### src/sv/etld_pkg.sv
// Shared widths, register codes, queue entry types and calendar helpers.
package etld_pkg;

	localparam int unsigned EPOCH_W    = 32;
	localparam int unsigned OFS_W      = 18;
	localparam int unsigned CFG_IDX_W  = 2;
	localparam int unsigned CFG_DATA_W = 32;
	localparam int unsigned YEAR_W     = 12;
	localparam int unsigned MONTH_W    = 4;
	localparam int unsigned DAY_W      = 5;
	localparam int unsigned HOUR_W     = 5;
	localparam int unsigned MIN_W      = 6;
	localparam int unsigned SEC_W      = 6;

	// Biased local seconds: local + 4 days, never negative, below 2^33.
	localparam int unsigned BIAS_W   = 33;
	localparam int unsigned SOD_W    = 17;
	localparam int unsigned QUO_W    = 17;
	localparam int unsigned DAYS_W   = 18;
	localparam int unsigned YLEN_W   = 9;
	localparam int unsigned M100_W   = 7;
	localparam int unsigned M400_W   = 9;

	localparam logic [BIAS_W-1:0]        DAY_BIAS     = 33'd345600;
	localparam logic signed [DAYS_W-1:0] BIAS_DAYS    = 18'sd4;
	localparam logic [SOD_W-1:0]         SEC_PER_DAY  = 17'd86400;
	localparam logic [SOD_W-1:0]         SEC_PER_HOUR = 17'd3600;
	localparam logic [SOD_W-1:0]         SEC_PER_MIN  = 17'd60;

	localparam logic [YEAR_W-1:0] BASE_YEAR    = 12'd1970;
	localparam logic [M100_W-1:0] BASE_MOD100  = 7'd70;
	localparam logic [M400_W-1:0] BASE_MOD400  = 9'd370;
	localparam logic [M100_W-1:0] MOD100_LAST  = 7'd99;
	localparam logic [M400_W-1:0] MOD400_LAST  = 9'd399;
	localparam logic [YLEN_W-1:0] LEAP_YEAR_LEN = 9'd366;
	localparam logic [YLEN_W-1:0] YEAR_LEN      = 9'd365;

	localparam logic [MONTH_W-1:0] MONTH_JAN = 4'd1;
	localparam logic [MONTH_W-1:0] MONTH_FEB = 4'd2;
	localparam logic [MONTH_W-1:0] MONTH_APR = 4'd4;
	localparam logic [MONTH_W-1:0] MONTH_JUN = 4'd6;
	localparam logic [MONTH_W-1:0] MONTH_SEP = 4'd9;
	localparam logic [MONTH_W-1:0] MONTH_NOV = 4'd11;
	localparam logic [MONTH_W-1:0] MONTH_DEC = 4'd12;

	localparam int unsigned QUEUE_DEPTH = 2;
	localparam int unsigned QPTR_W      = $clog2(QUEUE_DEPTH);

	typedef enum logic [CFG_IDX_W-1:0] {
		REG_GMT_OFS   = 2'd0,
		REG_DST_OFS   = 2'd1,
		REG_MIN_EPOCH = 2'd2
	} cfg_reg_t;

	typedef struct packed {
		logic [BIAS_W-1:0]  local_b;
		logic [EPOCH_W-1:0] epoch;
		logic               epoch_valid;
	} etld_req_t;

	typedef struct packed {
		logic      push;
		etld_req_t data;
	} etld_q_wr_t;

	typedef struct packed {
		logic      avail;
		etld_req_t data;
	} etld_q_rd_t;

	// Gregorian leap rule from the year's low bits and its running residues.
	function automatic logic is_leap(input logic [1:0] y_lo, input logic [M100_W-1:0] m100,
			input logic [M400_W-1:0] m400);
		is_leap = ((y_lo == 2'd0) && (m100 != '0)) || (m400 == '0);
	endfunction

	function automatic logic [YLEN_W-1:0] year_days(input logic leap);
		year_days = leap ? LEAP_YEAR_LEN : YEAR_LEN;
	endfunction

	function automatic logic [DAY_W-1:0] month_days(input logic [MONTH_W-1:0] m, input logic leap);
		if (m == MONTH_FEB) begin
			month_days = leap ? 5'd29 : 5'd28;
		end else if (m == MONTH_APR || m == MONTH_JUN || m == MONTH_SEP || m == MONTH_NOV) begin
			month_days = 5'd30;
		end else begin
			month_days = 5'd31;
		end
	endfunction

endpackage

### src/sv/etld_queue.sv
// Short request queue between front end and back end.
module etld_queue import etld_pkg::*; (
	input  logic       clk,
	input  logic       arst_n,
	input  etld_q_wr_t q_wr,
	output logic       full,
	input  logic       pop,
	output etld_q_rd_t q_rd
);

	etld_req_t         mem_q [QUEUE_DEPTH];
	logic [QPTR_W-1:0] wr_ptr_q;
	logic [QPTR_W-1:0] rd_ptr_q;
	logic [QPTR_W:0]   cnt_q;
	logic              do_push;
	logic              do_pop;

	assign full       = (cnt_q == (QPTR_W+1)'(QUEUE_DEPTH));
	assign q_rd.avail = (cnt_q != '0);
	assign q_rd.data  = mem_q[rd_ptr_q];
	assign do_push    = q_wr.push && !full;
	assign do_pop     = pop && q_rd.avail;

	always_ff @(posedge clk) begin
		if (do_push) begin
			mem_q[wr_ptr_q] <= q_wr.data;
		end
	end

	always_ff @(posedge clk or negedge arst_n) begin
		if (!arst_n) begin
			wr_ptr_q <= '0;
			rd_ptr_q <= '0;
			cnt_q    <= '0;
		end else begin
			if (do_push) begin
				wr_ptr_q <= wr_ptr_q + 1'b1;
			end
			if (do_pop) begin
				rd_ptr_q <= rd_ptr_q + 1'b1;
			end
			if (do_push && !do_pop) begin
				cnt_q <= cnt_q + 1'b1;
			end else if (do_pop && !do_push) begin
				cnt_q <= cnt_q - 1'b1;
			end
		end
	end

endmodule

### config.mk
export PLATFORM = sky130hd
export DESIGN_NAME = etld_queue
export DESIGN_NICKNAME = d
export VERILOG_FILES = /design/src/sv/etld_pkg.sv /design/src/sv/etld_queue.sv
export SDC_FILE = /design/constraint.sdc
export NUM_CORES = 1
export LEC_CHECK = 0
export BUFFER_PORTS_ARGS = -buffer_cell sky130_fd_sc_hd__buf_2
export CAP_MARGIN = 10
export CELL_PAD_IN_SITES_DETAIL_PLACEMENT = 0
export CELL_PAD_IN_SITES_GLOBAL_PLACEMENT = 1
export CORE_MARGIN = 3
export CORE_UTILIZATION = 40
export DETAILED_ROUTE_END_ITERATION = 6
export GPL_TIMING_DRIVEN = 0
export PLACE_DENSITY_LB_ADDON = 0.12
export RECOVER_POWER = 50
export SLEW_MARGIN = 20
export SYNTH_ARGS = -nofsm -noshare
export SYNTH_HDL_FRONTEND = slang
export SYNTH_SLANG_ARGS = --single-unit
export TNS_END_PERCENT = 50
### constraint.sdc
create_clock -name clk -period 3.8 [get_ports clk]
set_clock_uncertainty 0.15 [all_clocks]
set_input_delay 0.57 -clock clk [delete_from_list [all_inputs] [get_ports clk]]
set_output_delay 0.57 -clock clk [all_outputs]
set_load 0.02 [all_outputs]
# [Word level (Yosys, flattened, before mapping)]
# Memory sizes are Yosys's and may differ from the RTL's.
# Cells that the tools add are included.
[totals] regBits=4 n_memories=1 mem_bits_rw=132
[classes] muxes=4 n_reduce_logical=9 n_eq_ne=1 n_addsub=4
[memory_table] name="mem_q" depth=2 word_bits=66 rd=1 rd_ports_with_merged_regs=0 write_ports=1 line_no="etld_queue.sv:11" text="etld_req_t mem_q [QUEUE_DEPTH];"
[ops] cell="logical AND 1 bit" n=4
[ops] cell="2-to-1 mux 2 bit" n=2
[ops] cell="nonzero test 2 bit" n=2
[ops] cell="logical NOT 1 bit" n=3
[ops] cell="adder 1 bit (second input constant)" n=2
[ops] cell="adder 2 x 1 -> 2 bit (second input constant)" n=1
[ops] cell="equality test 2 bit (second input constant)" n=1
[ops] cell="2-to-1 mux 1 bit" n=2
[ops] cell="subtractor 2 x 1 -> 2 bit (second input constant)" n=1

# [Logic depth before layout (Yosys ltp)]
# Gate-level depths: netlist of run 1.
[depth] word_depth=7 ltp_mapped=7

# [Worst setup path after synthesis of run 1]
# Ideal clock, no wire load.
[synth_timing] path_kind="input-to-reg" startpoint="input q_wr[66] (netlist name)" endpoint="memory mem_q[0][0] (netlist name) (enable)" path_stages=2 t_required_ns=3.160 setup_time_ns=0.490 arrival_time_ns=3.417 setup_slack_ns=-0.258 path_buffers=0 cell_sequence="nand2_1 nor2_1"
[synth_between] elab_chain_cells=3
[synth_rtl] item="from (decl)" line_no="etld_queue.sv:5" text="input etld_q_wr_t q_wr,"
[synth_rtl] item="logical AND 1 bit" line_no="etld_queue.sv:21" text="assign do_push = q_wr.push && !full;"
[synth_rtl] item="2-to-1 mux 1 bit" line_no="etld_queue.sv:25" text="if (do_push) begin"
[synth_rtl] item="2-to-1 mux 1 bit (implied by the code)" line_no="etld_queue.sv:26" text="mem_q[wr_ptr_q] <= q_wr.data;"
[synth_rtl] item="to (decl)" line_no="etld_queue.sv:11"
# No other way between the ends.

# [Worst setup path after layout of run 1]
[layout_timing] startpoint="register cnt_q[0]" endpoint="memory mem_q[1][22] (netlist name) (enable)"
[layout_between] elab_chain_cells=5
[layout_rtl] item="from (decl)" line_no="etld_queue.sv:14" text="logic [QPTR_W:0] cnt_q;"
[layout_rtl] item="from (signal assigned)" line_no="etld_queue.sv:43" text="cnt_q <= cnt_q + 1'b1;"
[layout_rtl] item="from (signal assigned)" line_no="etld_queue.sv:45" text="cnt_q <= cnt_q - 1'b1;"
[layout_rtl] item="equality test 2 bit" line_no="etld_queue.sv:18" text="assign full = (cnt_q == (QPTR_W+1)'(QUEUE_DEPTH));"
[layout_rtl] item="logical NOT 1 bit" line_no="etld_queue.sv:21"
[layout_rtl] item="logical AND 1 bit" line_no="etld_queue.sv:21"
[layout_rtl] item="2-to-1 mux 1 bit" line_no="etld_queue.sv:25"
[layout_rtl] item="2-to-1 mux 1 bit (implied by the code)" line_no="etld_queue.sv:26"
# No other way between the ends.

==> results of run 1 <==
-- cells in the mapped netlist, drive strengths merged --
master | n | area (um^2)
edfxtp | 132 | 3960
mux2 | 66 | 856
buf | 7 | 56.3
dfrtp | 4 | 100
xnor2 | 3 | 26.3
inv | 2 | 7.51
nand2 | 2 | 7.51
nor2 | 2 | 7.51
xor2 | 2 | 17.5
and3 | 1 | 6.26
ha | 1 | 12.5
nand2b | 1 | 6.26
or2 | 1 | 6.26
-- per-layer routing --
metal	up-vias	global-route usage [%]	wire length (um)
met5	-	0	13
met4	2	6.95	182
met3	16	6.46	812
met2	99	20.7	4300
met1	1225	15.2	3440
li1	1214	-	-
-- per-stage QoR --
stage / utilization, % / worst slack (ns) / total power [mW]
6_report: 54.3 / 1.14 / 5.61
5_1_grt: 54.3 / 0.859 / 5.91
4_1_cts: 54.7 / 1.29 / 5.73
3_5_place_dp: 49.8 / 1.74 / 4.08
3_3_place_gp: 48.9 / -0.344 / 4.00
2_1_floorplan: - / 0.847 / 3.47
-- kinds of logic after synthesis --
kind of cell | count (synthesis) | share of synthesized area, %
buffers and inverters | 9 | 1.26
DFF | 136 | 80.1
muxes | 66 | 16.9
and+or+nand+nor | 7 | 0.666
adders and majority gates | 1 | 0.247
xor gates and xnor gates | 5 | 0.863
-- cells in the final DEF (no fill, tap or decap), drive strengths merged --
cell	instances
and3	1
buf	126
bufinv	4
clkbuf	40
clkinv	8
clkinvlp	1
dfrtp	4
dlygate4sd3	1
edfxtp	132
ha	1
inv	2
mux2	66
nand2	2
nand2b	1
nor2	2
or2	1
xnor2	3
xor2	2
-- final cells by class --
| type | count | share of cell area (%) |
|---|---|---|
| buffer | 7 | 0.849 |
| clock buffer | 18 | 6.47 |
| clock inverter | 13 | 2.41 |
| inverter | 2 | 0.113 |
| multi-input combinational | 79 | 14.3 |
| sequential | 136 | 61.2 |
| tap | 168 | 3.17 |
| timing repair buffer | 142 | 11.5 |
-- state kept, by name, summed over array words and instances, names as in the netlist --
signal and cells:
rd_ptr_q 1, mem_q 132, cnt_q 2, wr_ptr_q 1
-- repair_timing --
item,in CTS,in global routing
hold buffers,1,0
gates resized for setup,0,0
endpoints found under the hold margin,4,0
-- path summary, 6_finish.rpt --
path | slack (ns) | to | startpoint | depth (start not counted)
min in group asynchronous | 0.40 | cnt_q[1] | arst_n | 2
worst min-delay path | 0.20 | mem_q[0][41] | q_wr[41] | 1
worst min register to register | 0.34 | cnt_q[1] | cnt_q[1] | 1
max in group asynchronous | 2.91 | wr_ptr_q | arst_n | 2
worst max-delay path | 1.14 | mem_q[1][22] | cnt_q[0] | 3
worst max register to register | 1.14 | mem_q[1][22] | cnt_q[0] | 3
-- power groups by stage --
stage	clock network [mW]	logic, mW	registers [mW]
2_1_floorplan	0	1.30	2.16
3_3_place_gp	0	1.81	2.19
3_5_place_dp	0	1.91	2.17
4_1_cts	1.67	1.91	2.14
5_1_grt	1.74	1.99	2.17
6_report	1.63	1.85	2.14
==> results.yml, run 1 <==
status:
  status: "finished, violations left"
  failed_checks: "max-capacitance violations, max-slew violations"
worst_setup_path:
  cp-start-kind: "register"
  path_class: "reg -> reg"
  critPathCaptureType: "register"
  cpPeakStageDelay_ns: 1.27
  cpMaxStageDelayCell: "and3_1"
  critPathBufInv: 1
  arrival_ns: 2.60
  crit_chain: "nand2b_1 > and3_1 > buf_12"
  cp.required_ns: 3.74
  cp_max_fo: 34
  crit_family: "simple AND/OR/NAND/NOR gates"
power:
  p_switching_mw: 1.68
  cellLeakagePower_nw: 2.56
  p_comb_share_pct: 32.9
  seqPwrFrac_pct: 38.1
  switching_share_pct: 29.9
  peakVddDrop_v: 0.000379
  p_int_mw: 3.94
  pwr-share-clk_pct: 29.0
  p_per_area_nw_per_um2: 846
floorplanning:
  die_y_um: 119
  die_area_um2: 14100
  start_util_pct: 41.5
  core_um2: 12200
  rows: 40
  io_pins: 138
  die_w_um: 119
sta:
  finalMaxSlewViolations: 33
  rsz0062_at_grt: "false"
  slew_headroom_pct: -8.92
  min_period_ns: 2.66
  finalCritPeriodShare_pct: 70.0
  finalSetupViolCount: 0
  hold_slack_ns: 0.199
  tightest_slew_ns: 1.63
  final_hold_viol_count: 0
  fmax_ghz: 0.376
  fin_tns_setup_ns: 0
clock_network:
  h-tree-depth: 4
  clock_insertion_delay_worst_skew_ns: 0.40
  clockBufferDepth: 2
  root_buffer: "clkbuf_16"
  clock_sinks: 136
  cts_made_buffers: 17
  postCtsSetupBuffers: 0
  path_clk_slew_ns: 0.05
  tritoncts: "built"
final_layout:
  layout.cells.non_filler: 565
  nNetsFinal: 456
  final.fill_count: 1071
  register_area_um2: 4060
  drive_above_1_share_pct: 54.4
  multi_input_area_um2: 946
  final_area_um2: 6640
  num_antenna_cells: 0
  area_growth_pct: 30.8
grt:
  grt_pass1_vias: 2726
  grt_pass1_wl_um: 14100
  grt_max_degree: 35
  grt_remaining_overflow: 0
  antenna_found_initial: 1
  grt_usage_pct: 13.3
min_path:
  hold_class: "in -> reg"
place:
  portBuffers: 137
  dp_hpwl_um: 5900
  gp_congestion: 0.715
  dp.cells: 533
  placed_cell_area_um2: 6080
synthesis:
  syn_nets: 295
  synth-seq-cells: 136
  syn_area_um2: 5070
  yosysWarningCount: 0
  ys_seq_area_share_pct: 80.1
  postSynthAreaPerCell_um2: 22.7
  syn-instance-count: 224
  ys_types: 16
detailed_routing:
  wl_um: 8740
  wl_per_cell_um: 15.5
  firstDrtPassIters: 4
  drt-vias-per-instance: 4.52
  drc: 0
  drtIter0Drc: 143
  drt.antenna.violating_nets: 0
  vias: 2556
flow_run:
  max_cap_viol_count: 1
No activity file was read; power rests on OpenSTA's default activity.
==> run 2: changes to the inputs <==
- clock period: 3.8 -> 2.2 ns (I/O delays scaled with it)
==> run 2 against run 1 <==
Net effect: the run now ends clean; global-route usage up 0.57 points; sequential share of layout area down 5.2 points; utilization up 5.1 points; sequential power up 72%; critical path type is now reg -> out; critical endpoint is now q_rd[42]; largest power group unchanged.
==> results.yml, run 2 (synthesis gave the netlist of run 1 again) <==
status:
  status: "finished clean"
floorplanning:
  die_w_um: 119
  die_area_um2: 14100
  rows: 40
  start_util_pct: 41.5
  core_um2: 12200
  io_pins: 138
  die_y_um: 119
power:
  p_comb_share_pct: 35.9
  peakVddDrop_v: 0.000681
  switching_share_pct: 30.6
  p_int_mw: 6.61
  seqPwrFrac_pct: 38.7
  p_switching_mw: 2.92
  cellLeakagePower_nw: 2.77
  power_mw: 9.53
  pwr-share-clk_pct: 25.4
  p_per_area_nw_per_um2: 1310
final_layout:
  multi_input_area_um2: 955
  area_growth_pct: 43.0
  final.fill_count: 992
  layout.cells.non_filler: 633
  largest_register_ffs: 132
  final_common_cell: "edfxtp_1"
  register_area_um2: 4060
  reg_top3: "mem_q: 132 flops, cnt_q: 2 flops"
  final_area_um2: 7250
  nNetsFinal: 526
  largest_register: "mem_q"
  final_cell_mix: "132 x edfxtp_1, 92 x buf_2, 67 x dlygate4sd3_1"
  drive_above_1_share_pct: 42.2
  num_antenna_cells: 0
worst_setup_path:
  arrival_ns: 1.63
  cp_max_fo: 10
  critPathBufInv: 2
  cpPeakStageDelay_ns: 0.41
  path_class: "reg -> out"
  cp.required_ns: 1.72
  path_common_cell: "buf_2"
  crit_family: "buffers and inverters"
  critPathCaptureType: "primary output"
  cp-start-kind: "register"
  crit_chain: "buf_2 > mux2_2 > buf_2"
  cpMaxStageDelayCell: "dfrtp_1"
grt:
  grt_pass1_wl_um: 14800
  grt_max_degree: 44
  antenna_found_initial: 0
  grt_pass1_vias: 2978
  grt_usage_pct: 13.9
  grt_remaining_overflow: 0
clock_network:
  clock_insertion_delay_worst_skew_ns: 0.40
  cts_made_buffers: 17
  clock_sinks: 136
  h-tree-depth: 4
  path_clk_slew_ns: 0.05
  root_buffer: "clkbuf_16"
  clockBufferDepth: 2
  tritoncts: "built"
min_path:
  hold_class: "in -> reg"
detailed_routing:
  vias: 2783
  drt-vias-per-instance: 4.40
  wl_per_cell_um: 14.7
  drc: 0
  drtIter0Drc: 153
  firstDrtPassIters: 4
  wl_um: 9300
  drt.antenna.violating_nets: 0
sta:
  worst_slack_ns: 0.0896
  min_period_ns: 2.11
  finalSetupViolCount: 0
  slew_headroom_pct: 56.7
  final_hold_viol_count: 0
  rsz0062_at_grt: "false"
  tightest_slew_ns: 0.650
  fmax_ghz: 0.474
  finalCritPeriodShare_pct: 95.9
  finalMaxSlewViolations: 0
place:
  portBuffers: 137
  gp_congestion: 0.690
  pre_cts_ws_ns: 0.194
  dp.cells: 533
  dp_hpwl_um: 5940
  placed_cell_area_um2: 6090
flow_run:
  max_cap_viol_count: 0
## run 2: repair_timing
| action | in CTS | in global routing |
|---|---|---|
| buffers inserted | 0 | 4 |
| endpoints found under the hold margin | 136 | 0 |
| endpoints found under the setup margin | 30 | 22 |
| gates resized for setup | 3 | 3 |
| hold buffers | 67 | 0 |
## run 2: through the flow
| step | TNS [ns] | util (%) | hold slack [ns] |
|---|---|---|---|
| after global routing | 0 | 59.4 | 0.0736 |
| after floorplan | -33.79 | - | -0.116 |
| after detailed placement | 0 | 49.9 | -0.00456 |
| after CTS | 0 | 59.5 | 0.0482 |
| after global placement | -147.37 | 48.9 | -0.00882 |
| final | 0 | 59.4 | 0.0747 |
## run 2: path summary, 6_finish.rpt
check | slack (ns) | startpoint | endpoint | cells after the start
min | 0.07 | pop | rd_ptr_q | 3
max in group asynchronous | 1.55 | arst_n | cnt_q[1] | 2
min reg2reg | 0.35 | cnt_q[1] | cnt_q[1] | 1
max | 0.09 | rd_ptr_q | q_rd[42] | 3
max reg2reg | 0.16 | cnt_q[0] | mem_q[1][18] | 3
min in group asynchronous | 0.15 | arst_n | wr_ptr_q | 2
## run 2: area by class of cell
class / instances / share of cell area [%]
inverter: 2 / 0.104
buffer: 7 / 1.07
clock inverter: 9 / 0.845
clock buffer: 20 / 6.02
multi-input combinational: 79 / 13.2
tap: 168 / 2.90
timing repair buffer: 212 / 19.9
sequential: 136 / 56.0
## run 2: tightest hold or removal path, stage by stage
cell	delay, ns
buf_2	0.10
nand2_1	0.09
xnor2_1	0.07
## run 2: power groups by stage
stage | Combinational (mW) | Clock [mW] | Sequential (mW)
floorplan | 2.26 | 0 | 3.73
global placement | 3.15 | 0 | 3.77
detailed placement | 3.33 | 0 | 3.75
CTS | 3.46 | 2.48 | 3.70
global route | 3.67 | 2.60 | 3.74
finish | 3.43 | 2.42 | 3.69
## run 2: per-layer routing
metal,up-vias,track usage [%],routed length [um]
met2,88,22.6,4690
li1,1344,-,-
met1,1337,15.9,3920
met5,-,0,0
met3,14,6.36,545
met4,0,5.72,150
